[config.mk]
export PLATFORM = sky130hd
export DESIGN_NAME = wrfp_queue
export DESIGN_NICKNAME = d
export VERILOG_FILES = /design/src/hw/rtl/wrfp_pkg.sv /design/src/hw/rtl/wrfp_queue.sv
export SDC_FILE = /design/constraint.sdc
export NUM_CORES = 1
export LEC_CHECK = 0
export CORE_AREA = 2 2 133 135
export CTS_CLUSTER_SIZE = 25
export DETAILED_ROUTE_END_ITERATION = 10
export DIE_AREA = 0 0 135 137
export DONT_BUFFER_PORTS = 1
export PLACE_DENSITY_LB_ADDON = 0.25
export SLEW_MARGIN = 25
export SYNTH_ARGS = -nofsm -noshare
export SYNTH_HDL_FRONTEND = slang
export SYNTH_SLANG_ARGS = --single-unit
[constraint.sdc]
create_clock -name clk -period 5.35 [get_ports clk]
set_input_delay 1.07 -clock clk [delete_from_list [all_inputs] [get_ports clk]]
set_output_delay 1.07 -clock clk [all_outputs]
set_load 0.05 [all_outputs]
[src/hw/rtl/wrfp_pkg.sv]
`timescale 1ns / 1ps
package wrfp_pkg;

  localparam int MAX_RULES_DEF = 1024;
  localparam int ADDR_DIGITS   = 8;
  localparam int FIELD_W       = 32;
  localparam int DIGIT_W       = 4;
  localparam int FIELD_DIGITS  = FIELD_W / DIGIT_W;
  localparam int MATCH_DIGITS  = (ADDR_DIGITS < FIELD_DIGITS) ? ADDR_DIGITS : FIELD_DIGITS;
  localparam int HIT_W         = 10;
  localparam int QUEUE_DEPTH   = 2;

  localparam logic [DIGIT_W-1:0] WILDCARD = 4'hF;

  localparam logic [1:0] OP_CLEAR    = 2'd0;
  localparam logic [1:0] OP_APPEND   = 2'd1;
  localparam logic [1:0] OP_CLASSIFY = 2'd2;
  localparam logic [1:0] OP_UNUSED   = 2'd3;

  typedef enum logic [1:0] {
    CMD_CLEAR,
    CMD_APPEND,
    CMD_CLASSIFY
  } cmd_kind_t;

  typedef struct packed {
    cmd_kind_t          kind;
    logic [FIELD_W-1:0] src;
    logic [FIELD_W-1:0] dst;
    logic               perm;
  } cmd_t;

  typedef struct packed {
    logic [FIELD_W-1:0] src;
    logic [FIELD_W-1:0] dst;
    logic               perm;
  } rule_t;

  typedef struct packed {
    logic valid;
    logic full;
  } queue_status_t;

  function automatic logic pattern_match(input logic [FIELD_W-1:0] pattern,
                                         input logic [FIELD_W-1:0] value);
    logic ok;
    ok = 1'b1;
    for (int d = 0; d < MATCH_DIGITS; d++) begin
      if (pattern[d*DIGIT_W +: DIGIT_W] != WILDCARD &&
          pattern[d*DIGIT_W +: DIGIT_W] != value[d*DIGIT_W +: DIGIT_W]) begin
        ok = 1'b0;
      end
    end
    return ok;
  endfunction

endpackage

[src/hw/rtl/wrfp_queue.sv]
`timescale 1ns / 1ps
module wrfp_queue import wrfp_pkg::*; (
  input  logic          clk,
  input  logic          rst,
  input  logic          push,
  input  cmd_t          cmd_in,
  input  logic          pop,
  output cmd_t          cmd_out,
  output queue_status_t status
);

  localparam int PTR_W = (QUEUE_DEPTH > 1) ? $clog2(QUEUE_DEPTH) : 1;
  localparam int CNT_W = $clog2(QUEUE_DEPTH + 1);

  cmd_t             slots [QUEUE_DEPTH];
  logic [PTR_W-1:0] wr_ptr;
  logic [PTR_W-1:0] rd_ptr;
  logic [CNT_W-1:0] fill;
  logic             do_push;
  logic             do_pop;

  assign status.full  = (fill == CNT_W'(QUEUE_DEPTH));
  assign status.valid = (fill != '0);
  assign do_push      = push && !status.full;
  assign do_pop       = pop && status.valid;
  assign cmd_out      = slots[rd_ptr];

  always_ff @(posedge clk) begin
    if (do_push) begin
      slots[wr_ptr] <= cmd_in;
    end
  end

  always_ff @(posedge clk) begin
    if (rst) begin
      wr_ptr <= '0;
      rd_ptr <= '0;
      fill   <= '0;
    end else begin
      if (do_push) begin
        wr_ptr <= (wr_ptr == PTR_W'(QUEUE_DEPTH - 1)) ? '0 : wr_ptr + PTR_W'(1);
      end
      if (do_pop) begin
        rd_ptr <= (rd_ptr == PTR_W'(QUEUE_DEPTH - 1)) ? '0 : rd_ptr + PTR_W'(1);
      end
      unique case ({do_push, do_pop})
        2'b10:   fill <= fill + CNT_W'(1);
        2'b01:   fill <= fill - CNT_W'(1);
        default: fill <= fill;
      endcase
    end
  end

endmodule

After elaboration in Yosys (flattened, before gate mapping)
Memories as Yosys holds them, arrays and structs flattened. A register that Yosys moved wholly into a read port is not among the register bits.
Cells that the tools add are included.

storage, ports and cells
  bits in registers = 4
  bits in writable memories = 134
  input bits = 71
  output and inout bits = 69
  word-level logic and storage cells = 23
  memories = 1

cells by class
  add/subtract/negate cells = 4
  equal/unequal tests = 3
  muxes and demuxes = 7
  reduce and logical (&&, ||, !) cells = 5

memory list
  name   words  width  read ports  clocked after Yosys merged registers in  wr ports  line              source
  slots  2      67     1           1                                        1         wrfp_queue.sv:15  cmd_t slots [QUEUE_DEPTH];

operator list
  cell                                                                    count
  1-bit 2-to-1 mux                                                        6
  2-bit equality test (second input constant)                             2
  2-bit case mux with 2 select lines                                      1
  2-bit nonzero test                                                      2
  1-bit adder (second input constant)                                     2
  2-bit by 1-bit adder with 2-bit output (second input constant)          1
  2-bit by 1-bit equality test with 1-bit output (second input constant)  1
  1-bit logical AND                                                       2
  2-bit by 1-bit subtractor with 2-bit output (second input constant)     1
  1-bit logical NOT                                                       1

Longest topological paths before layout
Gate-level depths: netlist (run 1).

  depth after elaboration = 5
  gate-level depth with buffers = 6
  depth with buffers taken out = 6

Worst setup path after synthesis (run 1)
No wires, ideal clock.

  kind = input port to flip-flop
  from = input push
  to = memory slots[0][0] (netlist name) (enable)
  library setup time = 421 ps
  data arrival time = 2,773 ps
  data required time = 4,929 ps
  slack = 2,156 ps
  stages on the path = 3
  buffers on the path = 0
  path through = inv_1 or3_1 inv_1

on the way
  longest elaborated chain between the ends = 3

ends and longest elaborated chain
  item                                    line              source
  start: declaration                      wrfp_queue.sv:5   input logic push,
  1-bit logical AND                       wrfp_queue.sv:24  assign do_push = push && !status.full;
  1-bit 2-to-1 mux                        wrfp_queue.sv:29  if (do_push) begin
  1-bit 2-to-1 mux (not written as such)  wrfp_queue.sv:30  slots[wr_ptr] <= cmd_in;
  end: declaration                        wrfp_queue.sv:15

No other way between the ends.

==> results.tsv, run 1 <==
metric	value	unit
hold_path_end	wr_ptr	
drt_iter0_markers	94	
grt_max_degree	68	
yosysMostFrequentCell	edfxtp_1	
synth_top_cell_by_area	edfxtp_1	
r2r_end	slots[0][33]	
fin_skew	0.00576	ns
grt_pass1_wl	12.9	mm
hp-class	reg2reg	
antenna_found_initial	0	
worst_pin_slew	0.978	ns
grt_overflow	0	
whs	0.496	ns
clock_path_buffers	2	
dp_hpwl	5.33	mm
drc	0	
peakVddDrop	0.394	mV
hold_viol	0	
cts.repair.resized	0	
synthFlopType	edfxtp_1	
end_kind	output port	
path_cells	mux2_2	
ctsHtreeMaxLevel	4	
swShare	0.373	
total_power	3650	uW
root_buffer	clkbuf_16	
synth-async-reset-ratio	0	
gp_congestion	0.651	
num-fill-cells	1623	
rsz0062_at_grt	false	
syn_to_final_growth	15.8	%
syn_inst	234	
synth_area_per_cell	21.6	um^2
cts_tree	done	
num_vias	2081	
slowest_delay	0.94	ns
clock_latency	0.40	ns
die_area	18500	um^2
wl	8.84	mm
rrSetupSlack	2.77	ns
synth_edf_count	134	
crit_path_start_kind	flop	
rows	48	
synth_top_cell_area_share	0.797	
core-area	17100	um^2
synth_area_leaders	edfxtp_1, mux2_2, dfxtp_1	
syn_area	5050	um^2
port-buffer-count	0	
r2r_start	fill[0]	
cp.depth	1	
die_x	135	um
die_h	137	um
maxCapViolCount	0	
outcome	complete, no violations	
fin_crit_sh	0.565	
crit_arrival	1.95	ns
num_io_pins	140	
synth_commonest_cells	edfxtp_1, mux2_2, dfxtp_1, buf_2	
synth_seq_cells	139	
p_leak	0.00186	uW
final_util	0.343	
power-per-cell-area	624	nW/um^2
start_util	0.296	
synthesis.nets	306	
hold_depth	2	
p_int	2290	uW
detail-route-antenna-nets	0	
crit_required	4.28	ns
critPathBufInv	0	
antenna_cells	0	
setup_tns	0	ns
grt_pass1_vias	2319	
firstDrtPassIters	4	
cpMaxStageDelayCell	dfxtp_4	
cts_setup_buffers	0	
fin_crit	3.02	ns
crit_family	flip-flops	
yosysSeqAreaShare	0.817	
routedWlPerCell	18.3	um
clkTransAtPathRegs	0.05	ns
fmax	0.331	GHz
ctsHoldBuffers	0	
vias_per_cell	4.31	
cts_sinks	139	
slew_viol_final	0	
seq_power_share	0.409	
grtUsageTotal	0.0964	
synth_warnings	0	
cts_inserted_buffers	17	
nets	319	
setup_violations	0	
p_switching	1360	uW
power_frac_comb	0.296	
hp-start	wr_ptr	
layout-drive-gt1-share	0.376	
synthDistinctLibCells	19	
path_max_fanout	67	
relSlewSlack	0.348	
crit_type	reg2out	
r2r_cells	5	
clock_power_share	0.295	
==> flip-flops by register name (all words and copies together) (netlist names), named ones only <==
signal,flops
fill,2
rd_ptr,1
slots,134
wr_ptr,1
==> final cells by class <==
class	instances	area (um^2)	area share
clock buffer	21	440	0.0754
clock inverter	9	100	0.0171
tap	225	282	0.0482
timing repair buffer	1	7.51	0.00128
multi-input combinational	85	875	0.150
inverter	3	11.3	0.00193
sequential	139	4130	0.706
==> worst register-to-register path: cells and delay by family, from the launching register on <==
family / cells / cell delay, ns
simple gates: 2 / 0.54
flops: 1 / 0.41
buf+inv: 3 / 1.23
==> cell usage in the layout, fill, tap and decap left out, drive strengths merged <==
cell	Yosys	final
clkinvlp	0	2
nor2	3	3
xor2	1	1
edfxtp	134	134
dfxtp	5	5
buf	7	1
clkinv	0	5
a21oi	2	2
or2	1	1
or3	2	2
o21a	1	1
ha	1	1
xnor2	2	2
and3	1	1
nand2b	1	1
bufinv	0	2
nand2	1	1
clkbuf	0	21
inv	3	3
o21ai	2	2
mux2	67	67
==> worst max-delay path by stage <==
stage	startpoint	to	slack, ns
4_1_cts	flop	cmd_out[17]	2.24
5_1_grt	flop	cmd_out[20]	2.18
3_3_place_gp	push	slots[0][9]	2.33
6_report	flop	cmd_out[47]	2.33
2_1_floorplan	push	slots[0][0]	2.16
3_5_place_dp	push	slots[0][9]	2.30
==> metrics by stage <==
stage	instance area (um^2)	std cells	setup slack (ns)
floorplan	5050	234	2.16
global route	5840	483	2.18
CTS	5840	483	2.24
detailed placement	5300	453	2.30
global placement	5300	453	2.33
finish	5840	483	2.33
==> layer usage <==
| layer | routed length, um | global-route usage |
|---|---|---|
| met5 | 0 | 0 |
| met4 | 130 | 0.0457 |
| met2 | 4560 | 0.166 |
| met3 | 941 | 0.0596 |
| met1 | 3210 | 0.0908 |
==> power by group through the flow <==
stage | Sequential (uW) | Clock (uW) | Combinational [uW]
6_report | 1490 | 1080 | 1080
2_1_floorplan | 1430 | 0 | 1070
4_1_cts | 1500 | 1120 | 1100
3_5_place_dp | 1520 | 0 | 1090
5_1_grt | 1520 | 1150 | 1120
3_3_place_gp | 1510 | 0 | 1090
==> logic make-up after synthesis <==
kind of cell | after synthesis | share of synthesized area
adder cells (fa/ha/maj) | 1 | 0.00248
buffers and inverters | 10 | 0.0107
XOR/XNOR | 3 | 0.00521
multiplexers | 67 | 0.149
flip-flops | 139 | 0.817
AND/OR/NAND/NOR | 9 | 0.00967
AO/OA/AOI/OAI | 5 | 0.00545
Note: power is estimated with default switching activity, not from simulation.
==> run 2, diff against run 1 <==
clock period = 2.5 ns   (was 5.35 ns; I/O delays follow)
==> results.tsv, run 2 (synthesis results as in run 1) <==
metric	value	unit	change
slew_viol_final	0		unchanged
power-per-cell-area	1350	nW/um^2	+120%
hp-class	in2reg		
timing.final.ws_setup	0.208	ns	-2.12 ns
grt_overflow	0		unchanged
crit_type	reg2out		
regMostFlops	slots		
nets	323		+1.3%
crit_required	2.00	ns	-2.28 ns
final_util	0.350		+0.00763
core-area	17100	um^2	unchanged
cts_setup_buffers	0		unchanged
p_leak	0.00192	uW	+3.0%
ctsHtreeMaxLevel	4		unchanged
wl	8.54	mm	-3.4%
die_area	18500	um^2	unchanged
root_buffer	clkbuf_16		
num-fill-cells	1614		-0.55%
grt_max_degree	68		unchanged
grt_pass1_wl	12.7	mm	-1.7%
setup_violations	0		unchanged
num_io_pins	140		unchanged
cpMaxStageDelayCell	dfxtp_4		
cts_sinks	139		unchanged
path_cells	buf_4 > mux2_2		
peakVddDrop	0.628	mV	+59%
top_regs	slots (134), fill (2)		
ctsHoldBuffers	0		unchanged
cts_tree	done		
worst_pin_slew	0.394	ns	-0.584 ns
fmax	0.436	GHz	
clkTransAtPathRegs	0.06	ns	about the same
clock_latency	0.41	ns	about the same
fin_skew	0.00869	ns	+0.00293 ns
start_util	0.296		unchanged
detail-route-antenna-nets	0		unchanged
final_cell_mix	edfxtp_1, mux2_2, clkbuf_16		
largest_register_ffs	134		unchanged
end_kind	output port		
relSlewSlack	0.737		+0.390
hold_viol	0		unchanged
grt_pass1_vias	2251		-2.9%
crit_arrival	1.79	ns	-0.16 ns
grtUsageTotal	0.0953		-0.00111
die_h	137	um	unchanged
num_vias	2100		+0.91%
rsz0062_at_grt	false		
gp_congestion	0.660		+1.4%
cts_inserted_buffers	17		unchanged
routedWlPerCell	17.5	um	-4.6%
crit_path_start_kind	flop		
place_ws	0.572	ns	-1.73 ns
placed_cells	457		+0.88%
layout-drive-gt1-share	0.394		+0.0180
rows	48		unchanged
outcome	complete, no violations		
fin_crit	2.29	ns	
cts.repair.resized	0		unchanged
design_area	5970	um^2	+2.2%
layout_commonest_cell	edfxtp_1		
dp_hpwl	5.35	mm	+0.34%
antenna_cells	0		unchanged
drt_iter0_markers	126		+34%
drc	0		unchanged
syn_to_final_growth	18.3	%	
fin_cells	489		+1.2%
maxCapViolCount	0		unchanged
firstDrtPassIters	4		unchanged
path_max_fanout	22		-67%
antenna_found_initial	0		unchanged
setup_tns	0	ns	unchanged
die_x	135	um	unchanged
dpl_cell_area	5370	um^2	+1.3%
fin_crit_sh	0.917		
slowest_delay	0.55	ns	-0.39 ns
clock_path_buffers	2		unchanged
port-buffer-count	0		unchanged
vias_per_cell	4.29		-0.33%
run 2: metrics by stage:
stage / hold WS [ns] / power, uW
final: 0.151 / 8060
after global routing: 0.119 / 8400
after CTS: 0.125 / 8190
after detailed placement: 0.498 / 5640
after global placement: 0.481 / 5620
after floorplan: 0.451 / 5360
run 2: routing by layer:
metal	track usage	vias to the layer above	wire length [um]
li1	-	955	-
met1	0.0965	1046	3240
met2	0.148	91	4160
met3	0.0696	8	1030
met4	0.0434	0	106
met5	0	-	0
run 2: path summary, 6_finish.rpt:
kind                            startpoint            to  cells past startpoint  slack (ns)
worst max-delay path                  flop   cmd_out[21]                      2        0.21
worst min register to register      wr_ptr        wr_ptr                      2        0.51
worst min-delay path                   rst          flop                      1        0.15
worst max register to register     fill[0]  slots[0][21]                      5        0.57
run 2: cell type report:
cell class	count	area [um^2]	area share
clock inverters	6	110	0.0184
inverters	3	15.0	0.00251
multi-input cells	85	875	0.146
clock buffers	26	489	0.0819
repair buffers	5	75.1	0.0126
flip-flops and latches	139	4130	0.691
well taps	225	282	0.0471
run 2: worst max-delay path: cells and delay by family, from the launching register on:
| family | cells | cell delay [ns] |
|---|---|---|
| multiplexers | 1 | 0.50 |
| buffers and inverters | 1 | 0.32 |
| flip-flops | 1 | 0.55 |
run 2: power breakdown:
part / internal [uW] / total, uW / switching, uW
Combinational: 550 / 2470 / 1920
Clock: 1650 / 2510 / 866
Sequential: 2950 / 3080 / 136
==> run 3, diff against run 2 <==
clock period = 1.9 ns   (was 2.5 ns; I/O delays follow)
==> results.tsv, run 3 (synthesis results as in run 1) <==
metric	value	unit	change
violations	negative setup slack		
die_h	137	um	unchanged
cts_inserted_buffers	17		unchanged
antenna_found_initial	0		unchanged
syn_to_final_growth	22.6	%	
worst_pin_slew	0.287	ns	-0.107 ns
cts_sinks	139		unchanged
fin_crit_sh	1.01		
gp_congestion	0.648		-1.7%
maxCapViolCount	0		unchanged
clock_path_buffers	2		unchanged
die_x	135	um	unchanged
root_buffer	clkbuf_16		
swShare	0.362		about the same
firstDrtPassIters	4		unchanged
start_util	0.296		unchanged
fmax	0.523	GHz	
timing.final.ws_setup	-0.0116	ns	-0.219 ns
rrSetupSlack	0.18	ns	-0.39 ns
fin_skew	0.0130	ns	+0.00433 ns
final_cell_mix	edfxtp_1, mux2_4, mux2_2		
rows	48		unchanged
cts_tree	done		
relSlewSlack	0.810		+0.0722
end_kind	output port		
nets	325		+0.62%
grtUsageTotal	0.0955		+0.000187
fin_crit	1.91	ns	
core-area	17100	um^2	unchanged
layout_commonest_cell	edfxtp_1		
crit_type	reg2out		
r2r_end	slots[0][21]		
r2r_cells	5		unchanged
p_switching	3950	uW	+35%
whs	0.0272	ns	-0.124 ns
hold_viol	0		unchanged
final_util	0.363		+0.0125
port-buffer-count	0		unchanged
crit_required	1.52	ns	-0.48 ns
wl	8.82	mm	+3.3%
peakVddDrop	0.893	mV	+42%
num_vias	2155		+2.6%
largest_register_ffs	134		unchanged
crit_end	cmd_out[51]		
p_leak	0.00208	uW	+8.2%
p_int	6970	uW	+35%
power-per-cell-area	1760	nW/um^2	+31%
ctsHtreeMaxLevel	4		unchanged
r2r_start	fill[0]		
place_ws	0.196	ns	-0.376 ns
crit_path_start_kind	flop		
rsz0062_at_grt	true		
layout-drive-gt1-share	0.400		+0.00606
grt_overflow	0		unchanged
vias_per_cell	4.40		+2.4%
clock_latency	0.41	ns	about the same
grt_pass1_vias	2242		-0.40%
detail-route-antenna-nets	0		unchanged
die_area	18500	um^2	unchanged
setup_violations	18		+18
routedWlPerCell	18.0	um	+3.1%
slew_viol_final	0		unchanged
clock_power_share	0.290		-0.022
grt_max_degree	41		-40%
dp_hpwl	5.58	mm	+4.3%
grt_pass1_wl	12.7	mm	about the same
crit_arrival	1.53	ns	-0.26 ns
seq_power_share	0.368		-0.014
power_frac_comb	0.342		+0.036
hp-class	in2reg		
antenna_cells	0		unchanged
drc	0		unchanged
top_regs	slots (134), fill (2)		
num_io_pins	140		unchanged
path_max_fanout	27		+23%
drt_iter0_markers	143		+13%
clkTransAtPathRegs	0.06	ns	about the same
outcome	complete, but fails checks		
regMostFlops	slots		
-- run 3: cell types whose count changed in the layout (fill, tap and decap cells not counted), sizes merged --
cell | before | now
clkbuf | 26 | 23
clkinv | 1 | 4
buf | 5 | 6
-- run 3: repair_timing --
action,CTS,global route
endpoints found under the setup margin,40,60
hold buffers,0,0
setup buffers,0,0
cloned,0,1
resized for setup,1,40
-- run 3: per-stage QoR --
step / total power, uW / std cells / cell area [um^2] / setup TNS, ns
finish: 10900 / 490 / 6190 / -0.100
CTS: 10800 / 489 / 6010 / -2.27
floorplan: 7080 / 234 / 5070 / -11.58
global placement: 7500 / 458 / 5440 / 0
detailed placement: 7530 / 458 / 5440 / 0
global route: 11400 / 490 / 6190 / -2.05
-- run 3: worst min-delay path by stage --
stage | start | endpoint | slack, ns | cells after the start
after global placement | rst | fill[0] | 0.45 | 1
final | rst | fill[0] | 0.03 | 1
after CTS | rst | flop | 0.003 | 1
after global routing | rst | fill[0] | 0.002 | 1
after floorplan | rst | fill[0] | 0.44 | 1
after detailed placement | rst | flop | 0.45 | 1
-- run 3: power by group through the flow --
stage	clock network (uW)	registers (uW)	logic (uW)
2_1_floorplan	0	4030	3050
4_1_cts	3280	4000	3490
3_3_place_gp	0	4040	3460
5_1_grt	3420	4060	3880
6_report	3170	4020	3730
3_5_place_dp	0	4060	3470
-- run 3: area by class of cell --
cell class / instances / area, um^2
well taps: 225 / 282
flip-flops and latches: 139 / 4130
repair buffers: 7 / 153
multi-input cells: 85 / 1030
inverters: 3 / 22.5
clock inverters: 9 / 123
clock buffers: 22 / 444
fillers: 1601 / 10900
-- run 3: worst max-delay path, cell delays in order, from the launching register on --
cell and delay (ns):
dfxtp_4 0.41, buf_12 0.20, mux2_2 0.49
-- run 3: per-layer routing --
layer	wire (um)	vias to the layer above	global-route usage
met1	3180	1093	0.0959
met2	4430	94	0.150
met4	178	0	0.0532
met3	1030	11	0.0630
met5	0	-	0
li1	-	957	-
